==> config.mk <==
export PLATFORM = sky130hd
export DESIGN_NAME = text_console_scroll_buffer_core
export DESIGN_NICKNAME = d
export VERILOG_FILES = /design/src/hdl/tcsb_pkg.sv /design/src/hdl/tcsb_ctrl.sv /design/src/hdl/tcsb_datapath.sv /design/src/hdl/text_console_scroll_buffer_core.sv
export SDC_FILE = /design/constraint.sdc
export NUM_CORES = 2
export LEC_CHECK = 0
export BUFFER_PORTS_ARGS = -buffer_cell sky130_fd_sc_hd__buf_2
export CAP_MARGIN = 25
export CORE_ASPECT_RATIO = 1.1
export CORE_MARGIN = 3
export CORE_UTILIZATION = 45
export CTS_BUF_LIST = sky130_fd_sc_hd__clkbuf_4 sky130_fd_sc_hd__clkbuf_8
export DETAILED_ROUTE_END_ITERATION = 12
export GPL_TIMING_DRIVEN = 1
export REMOVE_ABC_BUFFERS = 1
export SYNTH_ARGS = -nofsm -noshare
export SYNTH_HDL_FRONTEND = slang
export SYNTH_SLANG_ARGS = --single-unit
==> constraint.sdc <==
create_clock -name clock -period 19.4 [get_ports clock]
set_clock_uncertainty 0.1 [all_clocks]
set_input_delay 1.94 -clock clock [delete_from_list [all_inputs] [get_ports clock]]
set_output_delay 1.94 -clock clock [all_outputs]
set_load 0.1 [all_outputs]
==> src/hdl/tcsb_pkg.sv <==
package tcsb_pkg;

   // special bytes
   localparam logic [7:0] CHAR_CR    = 8'd13;
   localparam logic [7:0] CHAR_LF    = 8'd10;
   localparam logic [7:0] CHAR_SPACE = 8'd32;

   // fixed field widths on the streams
   localparam int CHAR_W     = 8;
   localparam int ROW_FIELD_W = 3;
   localparam int COL_FIELD_W = 5;
   localparam int COUNT_W    = 16;

   // controller states
   typedef enum logic [1:0] {
      ST_CLEAR,
      ST_IDLE,
      ST_READ,
      ST_SCROLL
   } state_type;

   // controller to datapath
   typedef struct packed {
      logic do_write;
      logic do_read;
      logic load_read;
      logic sweep_en;
      logic sweep_all;
   } cmd_type;

   // datapath to controller
   typedef struct packed {
      logic scroll;
      logic sweep_last;
      logic out_free;
   } status_type;

endpackage

==> src/hdl/tcsb_ctrl.sv <==
module tcsb_ctrl (
   input  logic                   clock,
   input  logic                   reset,
   input  logic                   req_tvalid,
   input  logic                   req_cmd,
   output logic                   req_tready,
   input  tcsb_pkg::status_type   status,
   output tcsb_pkg::cmd_type      cmd
);

   tcsb_pkg::state_type state_ff;
   tcsb_pkg::state_type state_in;
   logic                accept;

   // state register
   always_ff @(posedge clock) begin
      if (reset) begin
         state_ff <= tcsb_pkg::ST_CLEAR;
      end else begin
         state_ff <= state_in;
      end
   end

   // next state and commands
   always_comb begin
      state_in      = state_ff;
      req_tready    = 1'b0;
      accept        = 1'b0;
      cmd           = '0;
      case (state_ff)
         tcsb_pkg::ST_CLEAR: begin
            cmd.sweep_en  = 1'b1;
            cmd.sweep_all = 1'b1;
            if (status.sweep_last) begin
               state_in = tcsb_pkg::ST_IDLE;
            end
         end
         tcsb_pkg::ST_IDLE: begin
            req_tready = status.out_free;
            accept     = req_tvalid & status.out_free;
            if (accept) begin
               if (req_cmd) begin
                  cmd.do_read = 1'b1;
                  state_in    = tcsb_pkg::ST_READ;
               end else begin
                  cmd.do_write = 1'b1;
                  if (status.scroll) begin
                     state_in = tcsb_pkg::ST_SCROLL;
                  end
               end
            end
         end
         tcsb_pkg::ST_READ: begin
            cmd.load_read = 1'b1;
            state_in      = tcsb_pkg::ST_IDLE;
         end
         tcsb_pkg::ST_SCROLL: begin
            cmd.sweep_en = 1'b1;
            if (status.sweep_last) begin
               state_in = tcsb_pkg::ST_IDLE;
            end
         end
         default: begin
            state_in = tcsb_pkg::ST_IDLE;
         end
      endcase
   end

`ifndef SYNTHESIS
   // a read always passes through ST_READ, waiting for the store, and then returns to idle
   a_read_one_wait: assert property (@(posedge clock) disable iff (reset)
      cmd.do_read |=> state_ff == tcsb_pkg::ST_READ ##1 state_ff == tcsb_pkg::ST_IDLE)
      else $error("read did not return to idle after one wait cycle");

   // a scrolling write always hands over to the row clear
   a_scroll_clear: assert property (@(posedge clock) disable iff (reset)
      cmd.do_write && status.scroll |=> state_ff == tcsb_pkg::ST_SCROLL)
      else $error("scroll without row clear");

   // nothing taken while sweeping
   a_no_take_sweep: assert property (@(posedge clock) disable iff (reset)
      cmd.sweep_en |-> !(cmd.do_write || cmd.do_read))
      else $error("word taken during a sweep");
`endif

endmodule

==> src/hdl/tcsb_datapath.sv <==
module tcsb_datapath #(
   parameter int COLS = 32,
   parameter int ROWS = 8
) (
   input  logic                   clock,
   input  logic                   reset,
   input  tcsb_pkg::cmd_type      cmd,
   output tcsb_pkg::status_type   status,
   input  logic [7:0]             req_char_code,
   input  logic [2:0]             req_read_row,
   input  logic [4:0]             req_read_col,
   input  logic                   rsp_tready,
   output logic                   rsp_tvalid,
   output logic [7:0]             rsp_cell_char,
   output logic [4:0]             rsp_cursor_col,
   output logic [2:0]             rsp_cursor_row,
   output logic                   rsp_scrolled,
   output logic [15:0]            rsp_write_count
);

   localparam int DEPTH = ROWS * COLS;
   localparam int CW    = (COLS > 1) ? $clog2(COLS) : 1;
   localparam int RW    = (ROWS > 1) ? $clog2(ROWS) : 1;
   localparam int AW    = (DEPTH > 1) ? $clog2(DEPTH) : 1;
   localparam int LW    = ((RW > tcsb_pkg::ROW_FIELD_W) ? RW : tcsb_pkg::ROW_FIELD_W) + 1;

   // cursor, ring pointer and counter
   logic [CW-1:0]  cur_col_ff, cur_col_in;
   logic [RW-1:0]  cur_row_ff, cur_row_in;
   logic [RW-1:0]  top_ff, top_in;
   logic [15:0]    wcount_ff;
   logic [15:0]    wcount_inc;

   // sweep and read tracking
   logic [AW-1:0]  sweep_cnt_ff;
   logic [AW-1:0]  clr_base_ff;
   logic           rd_ok_ff;
   logic [7:0]     rd_data_ff;

   // output register
   logic           out_valid_ff, out_valid_in;
   logic [7:0]     cell_ff;
   logic [4:0]     ccol_ff;
   logic [2:0]     crow_ff;
   logic           scrolled_ff;
   logic [15:0]    count_ff;

   // text store
   logic [7:0]     text_mem [DEPTH];

   // write path signals
   logic           is_cr, is_lf, is_print;
   logic [CW:0]    col_inc;
   logic           row_adv;
   logic [CW-1:0]  col_step;
   logic           scroll;
   logic [RW:0]    wsum;
   logic [RW-1:0]  wrow;
   logic [AW-1:0]  waddr_char;
   logic [AW-1:0]  sweep_addr;
   logic           we;
   logic [AW-1:0]  waddr;
   logic [7:0]     wdata;
   logic           sweep_last;

   // read path signals
   logic [LW-1:0]  rsum;
   logic [LW-1:0]  rrow;
   logic [CW-1:0]  rcol;
   logic           in_range;
   logic [AW-1:0]  raddr;

   // cursor movement for a write
   always_comb begin
      is_cr    = (req_char_code == tcsb_pkg::CHAR_CR);
      is_lf    = (req_char_code == tcsb_pkg::CHAR_LF);
      is_print = !is_cr && !is_lf;
      col_inc  = {1'b0, cur_col_ff} + (CW+1)'(1);
      row_adv  = 1'b0;
      col_step = cur_col_ff;
      if (is_cr) begin
         col_step = '0;
      end else if (is_lf) begin
         row_adv = 1'b1;
      end else if (col_inc == (CW+1)'(COLS)) begin
         col_step = '0;
         row_adv  = 1'b1;
      end else begin
         col_step = CW'(col_inc);
      end
      scroll = row_adv && (cur_row_ff == RW'(ROWS - 1));
      if (scroll) begin
         cur_col_in = '0;
         cur_row_in = RW'(ROWS - 1);
         top_in     = (top_ff == RW'(ROWS - 1)) ? '0 : top_ff + RW'(1);
      end else begin
         cur_col_in = col_step;
         cur_row_in = cur_row_ff + RW'(row_adv);
         top_in     = top_ff;
      end
   end

   assign wcount_inc = wcount_ff + 16'd1;

   // physical address of the cursor cell
   always_comb begin
      wsum = {1'b0, top_ff} + {1'b0, cur_row_ff};
      if (wsum >= (RW+1)'(ROWS)) begin
         wsum = wsum - (RW+1)'(ROWS);
      end
      wrow       = RW'(wsum);
      waddr_char = AW'(wrow) * AW'(COLS) + AW'(cur_col_ff);
   end

   // physical address of a read
   always_comb begin
      in_range = (int'(req_read_row) < ROWS) && (int'(req_read_col) < COLS);
      rsum     = LW'(top_ff) + LW'(req_read_row);
      rrow     = (rsum >= LW'(ROWS)) ? rsum - LW'(ROWS) : rsum;
      rcol     = CW'(req_read_col);
      raddr    = in_range ? AW'(rrow) * AW'(COLS) + AW'(rcol) : '0;
   end

   // sweep addressing, whole store after reset or one row on scroll
   assign sweep_addr = cmd.sweep_all ? sweep_cnt_ff : clr_base_ff + sweep_cnt_ff;
   assign sweep_last = cmd.sweep_all ? (sweep_cnt_ff == AW'(DEPTH - 1))
                                     : (sweep_cnt_ff == AW'(COLS - 1));

   // write port select
   assign we    = cmd.sweep_en || (cmd.do_write && is_print);
   assign waddr = cmd.sweep_en ? sweep_addr : waddr_char;
   assign wdata = cmd.sweep_en ? tcsb_pkg::CHAR_SPACE : req_char_code;

   // text store, one write and one registered read port
   always_ff @(posedge clock) begin
      if (we) begin
         text_mem[waddr] <= wdata;
      end
      if (cmd.do_read) begin
         rd_data_ff <= text_mem[raddr];
         rd_ok_ff   <= in_range;
      end
   end

   // cursor state and counters
   always_ff @(posedge clock) begin
      if (reset) begin
         cur_col_ff   <= '0;
         cur_row_ff   <= '0;
         top_ff       <= '0;
         wcount_ff    <= '0;
         sweep_cnt_ff <= '0;
      end else begin
         if (cmd.do_write) begin
            cur_col_ff <= cur_col_in;
            cur_row_ff <= cur_row_in;
            top_ff     <= top_in;
            wcount_ff  <= wcount_inc;
         end
         if (cmd.sweep_en) begin
            sweep_cnt_ff <= sweep_last ? '0 : sweep_cnt_ff + AW'(1);
         end
      end
   end

   // base of the row that the scroll frees
   always_ff @(posedge clock) begin
      if (cmd.do_write && scroll) begin
         clr_base_ff <= AW'(top_ff) * AW'(COLS);
      end
   end

   // output register
   assign out_valid_in = cmd.do_write || cmd.load_read || (out_valid_ff && !rsp_tready);

   always_ff @(posedge clock) begin
      if (reset) begin
         out_valid_ff <= 1'b0;
      end else begin
         out_valid_ff <= out_valid_in;
      end
   end

   always_ff @(posedge clock) begin
      if (cmd.do_write) begin
         cell_ff     <= '0;
         ccol_ff     <= 5'(cur_col_in);
         crow_ff     <= 3'(cur_row_in);
         scrolled_ff <= scroll;
         count_ff    <= wcount_inc;
      end else if (cmd.load_read) begin
         cell_ff     <= rd_ok_ff ? rd_data_ff : 8'd0;
         ccol_ff     <= 5'(cur_col_ff);
         crow_ff     <= 3'(cur_row_ff);
         scrolled_ff <= 1'b0;
         count_ff    <= wcount_ff;
      end
   end

   assign rsp_tvalid      = out_valid_ff;
   assign rsp_cell_char   = cell_ff;
   assign rsp_cursor_col  = ccol_ff;
   assign rsp_cursor_row  = crow_ff;
   assign rsp_scrolled    = scrolled_ff;
   assign rsp_write_count = count_ff;

   // status to the controller
   assign status.scroll     = scroll;
   assign status.sweep_last = sweep_last;
   assign status.out_free   = !out_valid_ff || rsp_tready;

`ifndef SYNTHESIS
   // a result never overwrites one that is still waiting
   a_no_overrun: assert property (@(posedge clock) disable iff (reset)
      (cmd.do_write || cmd.load_read) |-> (!out_valid_ff || rsp_tready))
      else $error("output register overrun");

   // a scroll leaves the cursor at the start of the last row
   a_scroll_cursor: assert property (@(posedge clock) disable iff (reset)
      cmd.do_write && scroll |=> (cur_col_ff == '0) && (cur_row_ff == RW'(ROWS - 1)))
      else $error("cursor misplaced after scroll");

   // a read leaves the cursor, ring pointer and counter alone
   a_read_stable: assert property (@(posedge clock) disable iff (reset)
      cmd.do_read |=> $stable(cur_col_ff) && $stable(top_ff) && $stable(wcount_ff))
      else $error("read changed console state");
`endif

endmodule

==> src/hdl/text_console_scroll_buffer_core.sv <==
// Character console with a scrolling ROWS x COLS text store.
// req channel: one word per item; req_tuser is the command (0 writes the
// byte in char_code, 1 reads the cell at read_row / read_col, counted from
// the top line). Carriage return and line feed move the cursor, any other
// byte is stored at the cursor. rsp channel: exactly one word per item with
// the cell read (zero for writes and off-screen reads), the cursor after
// the item, the scroll flag and the 16-bit write count.
// A write result is registered on the edge that takes it, a read result on
// the following edge (registered read of the text store). A write that
// scrolls is followed by a clear of its freed row, COLS cells, through the
// single write port before the next word is taken; no word is taken while a
// read waits for the store. Reset: synchronous. Afterwards the store is
// filled with spaces, one cell a cycle, with req_tready low.
// Stall: the result sits in an output register; while rsp_tready is low and
// a result is waiting, req_tready stays low and nothing is lost.
module text_console_scroll_buffer_core #(
   parameter int COLS = 32,
   parameter int ROWS = 8
) (
   input  logic        clock,
   input  logic        reset,
   input  logic        req_tvalid,
   output logic        req_tready,
   input  logic [15:0] req_tdata,   // char_code[7:0], read_row[10:8], read_col[15:11]
   input  logic [0:0]  req_tuser,   // cmd[0]
   output logic        rsp_tvalid,
   input  logic        rsp_tready,
   output logic [39:0] rsp_tdata    // cell_char[7:0], cursor_col[12:8], cursor_row[15:13],
                                    // scrolled[16], write_count[32:17], zero[39:33]
);

   tcsb_pkg::cmd_type    cmd;
   tcsb_pkg::status_type status;

   logic [7:0]  cell_char;
   logic [4:0]  cursor_col;
   logic [2:0]  cursor_row;
   logic        scrolled;
   logic [15:0] write_count;

   // sequencing
   tcsb_ctrl u_ctrl (
      .clock      (clock),
      .reset      (reset),
      .req_tvalid (req_tvalid),
      .req_cmd    (req_tuser[0]),
      .req_tready (req_tready),
      .status     (status),
      .cmd        (cmd)
   );

   // store, cursor and output register
   tcsb_datapath #(
      .COLS (COLS),
      .ROWS (ROWS)
   ) u_datapath (
      .clock           (clock),
      .reset           (reset),
      .cmd             (cmd),
      .status          (status),
      .req_char_code   (req_tdata[7:0]),
      .req_read_row    (req_tdata[10:8]),
      .req_read_col    (req_tdata[15:11]),
      .rsp_tready      (rsp_tready),
      .rsp_tvalid      (rsp_tvalid),
      .rsp_cell_char   (cell_char),
      .rsp_cursor_col  (cursor_col),
      .rsp_cursor_row  (cursor_row),
      .rsp_scrolled    (scrolled),
      .rsp_write_count (write_count)
   );

   // result word packing
   assign rsp_tdata = {7'd0, write_count, scrolled, cursor_row, cursor_col, cell_char};

endmodule

==> out/metrics.cfg <==
[logic_synthesis]
synth_common_cells = edfxtp_1, mux4_2, nor2_1
synth_seq_area_share = 0.760
synth_fa_ha_area_frac = 0.00252
avgSynthCellArea_um2 = 20.2
synth_area_mm2 = 0.0836
synthCells = 4139
synthFlopType = edfxtp_1
netlist.area_leader.share = 0.749
yosysWarnings = 0
synth.distinct_cells = 79
synth_compound_area_frac = 0.0296
yosys.area.top_type = edfxtp_1
synth-xor-area-share = 0.00359
synth-edff-count = 2084
synth_top_family_by_area = multiplexers
ys_async_sr_fraction = 0
synth-simple-area-share = 0.0362
yosysMostFrequentCell = edfxtp_1
synthTopCellsByArea = edfxtp_1, mux4_2, mux2i_1, nor2_1, dfxtp_1
synth.area.mux_share = 0.148
ys_ff_latch = 2130

[cts]
cts_made_buffers = 341
clkTransAtPathRegs_ns = 0.06
cts_tree = done
root_buffer = clkbuf_8
clock_latency_ns = 1.05
hold_buffers = 0
cts_setup_buffers = 0
cts.sinks = 2130
htreeDepth = 5
cts_resized = 0
cts_buffer_depth = 4

[power_and_ir_drop]
p_seq_frac = 0.521
swShare = 0.274
p_leak_nw = 29.5
share_comb_of_total_power = 0.140
p_switching_mw = 2.95
internal-power_mw = 7.82
peakVddDrop_v = 0.000144
p_clk_frac = 0.339
p_per_area_mw_per_mm2 = 116

[worst_setup_path]
critPathMaxFanout = 61
crit_start = req_tdata[12]
ff2ff_setup_slack_ns = 14.83
rr_worst_depth = 9
reg2reg_from = u_datapath.top_ff[0]$_SDFFE_PP0P_
endpoint = u_datapath.rd_data_ff[2]$_DFFE_PP_
cp_data_required_time_ns = 20.06
crit_path_start_kind = input pin
critical_path_class = input pin to register
cp_data_arrival_time_ns = 6.65
crit_path_end_kind = register
r2r_end = u_datapath.text_mem[152][0]$_DFFE_PP_

[floorplan]
coreArea_mm2 = 0.184
rows = 165
die-area_mm2 = 0.191
initial_core_util = 0.454
die_x_um = 417
ios = 63
die_height_um = 458

[drt]
totalWireLength_mm = 217
drc_errors = 0
drt_iter0_drc = 4752
ant_nets = 0
drt-pass1-iter-count = 6
avgRoutedWirePerCell_um = 30.8
via_per_inst = 6.03
vias = 42500

[sta]
maxSlewViolCount = 0
setup_tns_ns = 0
finalHoldViolCount = 0
whs_ns = 0.397
relSlewSlack = 0.280
fmax_mhz = 167
final.min_clock_period_ns = 5.99
tightest_slew_ns = 1.08
fin_crit_sh = 0.309
finalSetupViolCount = 0
rsz0062_at_grt = false

[global_routing]
grt_max_degree = 225
grt_pass1_wl_mm = 312
grt_pass1_vias = 43000
grt_overflow_total = 0
globalRouteTotalUtil = 0.227
antenna_found_initial = 7

[layout]
syn_to_final_growth_pct = 10.9
final_util = 0.503
nNetsFinal = 4437
final_cells = 7055
finalInstanceArea_mm2 = 0.0927
fill_cells = 14900
drive_above_1_share = 0.253

[run]
max_cap_viol_count = 0

[outcome]
status = complete, no violations

[placed_design]
gp_congestion = 0.838
dp.cells = 6467
io_buffer_count = 55
dp_hpwl_mm = 127
place_area_mm2 = 0.0862

[min_path]
hp-class = register to register

-- worst max-delay path: stages --
cell	delay, ns
buf_8	0.32
buf_4	0.54
buf_4	0.86
buf_4	0.77
mux4_2	0.43
a22o_1	0.25
a221oi_1	0.34
o22ai_1	0.25
nor3_1	0.72
nor3_2	0.08
-- how the worst min path moves through the flow --
| stage | from | to | slack, ns | depth (start not counted) |
|---|---|---|---|---|
| after floorplan | u_datapath.rd_data_ff[0]$_DFFE_PP_ | u_datapath.rsp_cell_char[0]$_SDFFE_PP0P_ | 0.36 | 2 |
| final | u_datapath.rsp_cell_char[0]$_SDFFE_PP0P_ | u_datapath.rsp_cell_char[0]$_SDFFE_PP0P_ | 0.40 | 2 |
| after CTS | u_datapath.rsp_cell_char[0]$_SDFFE_PP0P_ | u_datapath.rsp_cell_char[0]$_SDFFE_PP0P_ | 0.40 | 2 |
| after global routing | u_datapath.rsp_cell_char[0]$_SDFFE_PP0P_ | u_datapath.rsp_cell_char[0]$_SDFFE_PP0P_ | 0.44 | 2 |
| after global placement | u_datapath.rsp_cell_char[4]$_SDFFE_PP0P_ | u_datapath.rsp_cell_char[4]$_SDFFE_PP0P_ | 0.37 | 2 |
| after detailed placement | u_datapath.rsp_cell_char[0]$_SDFFE_PP0P_ | u_datapath.rsp_cell_char[0]$_SDFFE_PP0P_ | 0.39 | 2 |
-- cell families after synthesis --
kind of cell    after synthesis
compound gates              356
xor+xnor                     31
other cells                   1
fa+ha+maj                    15
flops                      2130
simple gates                698
buf+inv                     263
mux                         645
-- registers in the layout, indices dropped and copies added, names as in the netlist, 3 cells and up --
register,flops
u_datapath.clr_base_ff,3
u_datapath.cur_col_ff,5
u_datapath.cur_row_ff,3
u_datapath.rd_data_ff,8
u_datapath.rsp_cell_char,8
u_datapath.rsp_cursor_col,5
u_datapath.rsp_cursor_row,3
u_datapath.rsp_write_count,16
u_datapath.sweep_cnt_ff,8
u_datapath.text_mem,2048
u_datapath.top_ff,3
u_datapath.wcount_ff,16
-- metal layers --
layer,vias up,part of all wire,GRT usage
met1,22600,0.41,0.314
met4,0,0.039,0.0936
met2,1950,0.48,0.358
met5,-,0,0
li1,17500,-,-
met3,416,0.076,0.0438
-- stage by stage --
step | setup slack [ns] | total power, mW
2_1_floorplan | 9.99 | 6.57
6_report | 13.41 | 10.8
3_5_place_dp | 12.23 | 7.20
5_1_grt | 13.26 | 11.1
4_1_cts | 13.39 | 10.8
3_3_place_gp | 12.27 | 7.15
-- area by class of cell --
| cell class | instances | area, um2 | area share |
|---|---|---|---|
| Antenna cell | 8 | 20.0 | 0.000216 |
| Clock inverter | 121 | 694 | 0.00749 |
| Clock buffer | 447 | 5560 | 0.0600 |
| Timing Repair Buffer | 155 | 1270 | 0.0137 |
| Sequential cell | 2130 | 63500 | 0.685 |
| Tap cell | 2421 | 3030 | 0.0327 |
| Multi-Input combinational cell | 1752 | 18500 | 0.200 |
| Inverter | 21 | 81.3 | 0.000878 |
-- cells in the final DEF, fill, tap and decap left out, drive strengths merged, types with 35 or more instances in the layout --
master | netlist | layout
edfxtp | 2084 | 2084
mux4 | 469 | 469
clkbuf | 84 | 447
nor2 | 340 | 340
nand2 | 172 | 172
buf | 158 | 155
mux2i | 140 | 140
clkinv | 1 | 110
a21oi | 86 | 86
a22oi | 65 | 65
dfxtp | 46 | 46
nand3 | 43 | 43
mux2 | 36 | 36
nor2b | 35 | 35
-- power by group through the flow --
| stage | logic, mW | registers [mW] | clock network (mW) |
|---|---|---|---|
| after global routing | 1.58 | 5.62 | 3.93 |
| after CTS | 1.49 | 5.62 | 3.71 |
| after global placement | 1.43 | 5.71 | 0 |
| after detailed placement | 1.49 | 5.72 | 0 |
| final | 1.51 | 5.62 | 3.65 |
| after floorplan | 0.613 | 5.96 | 0 |
Power figures use the tool's default switching activity.
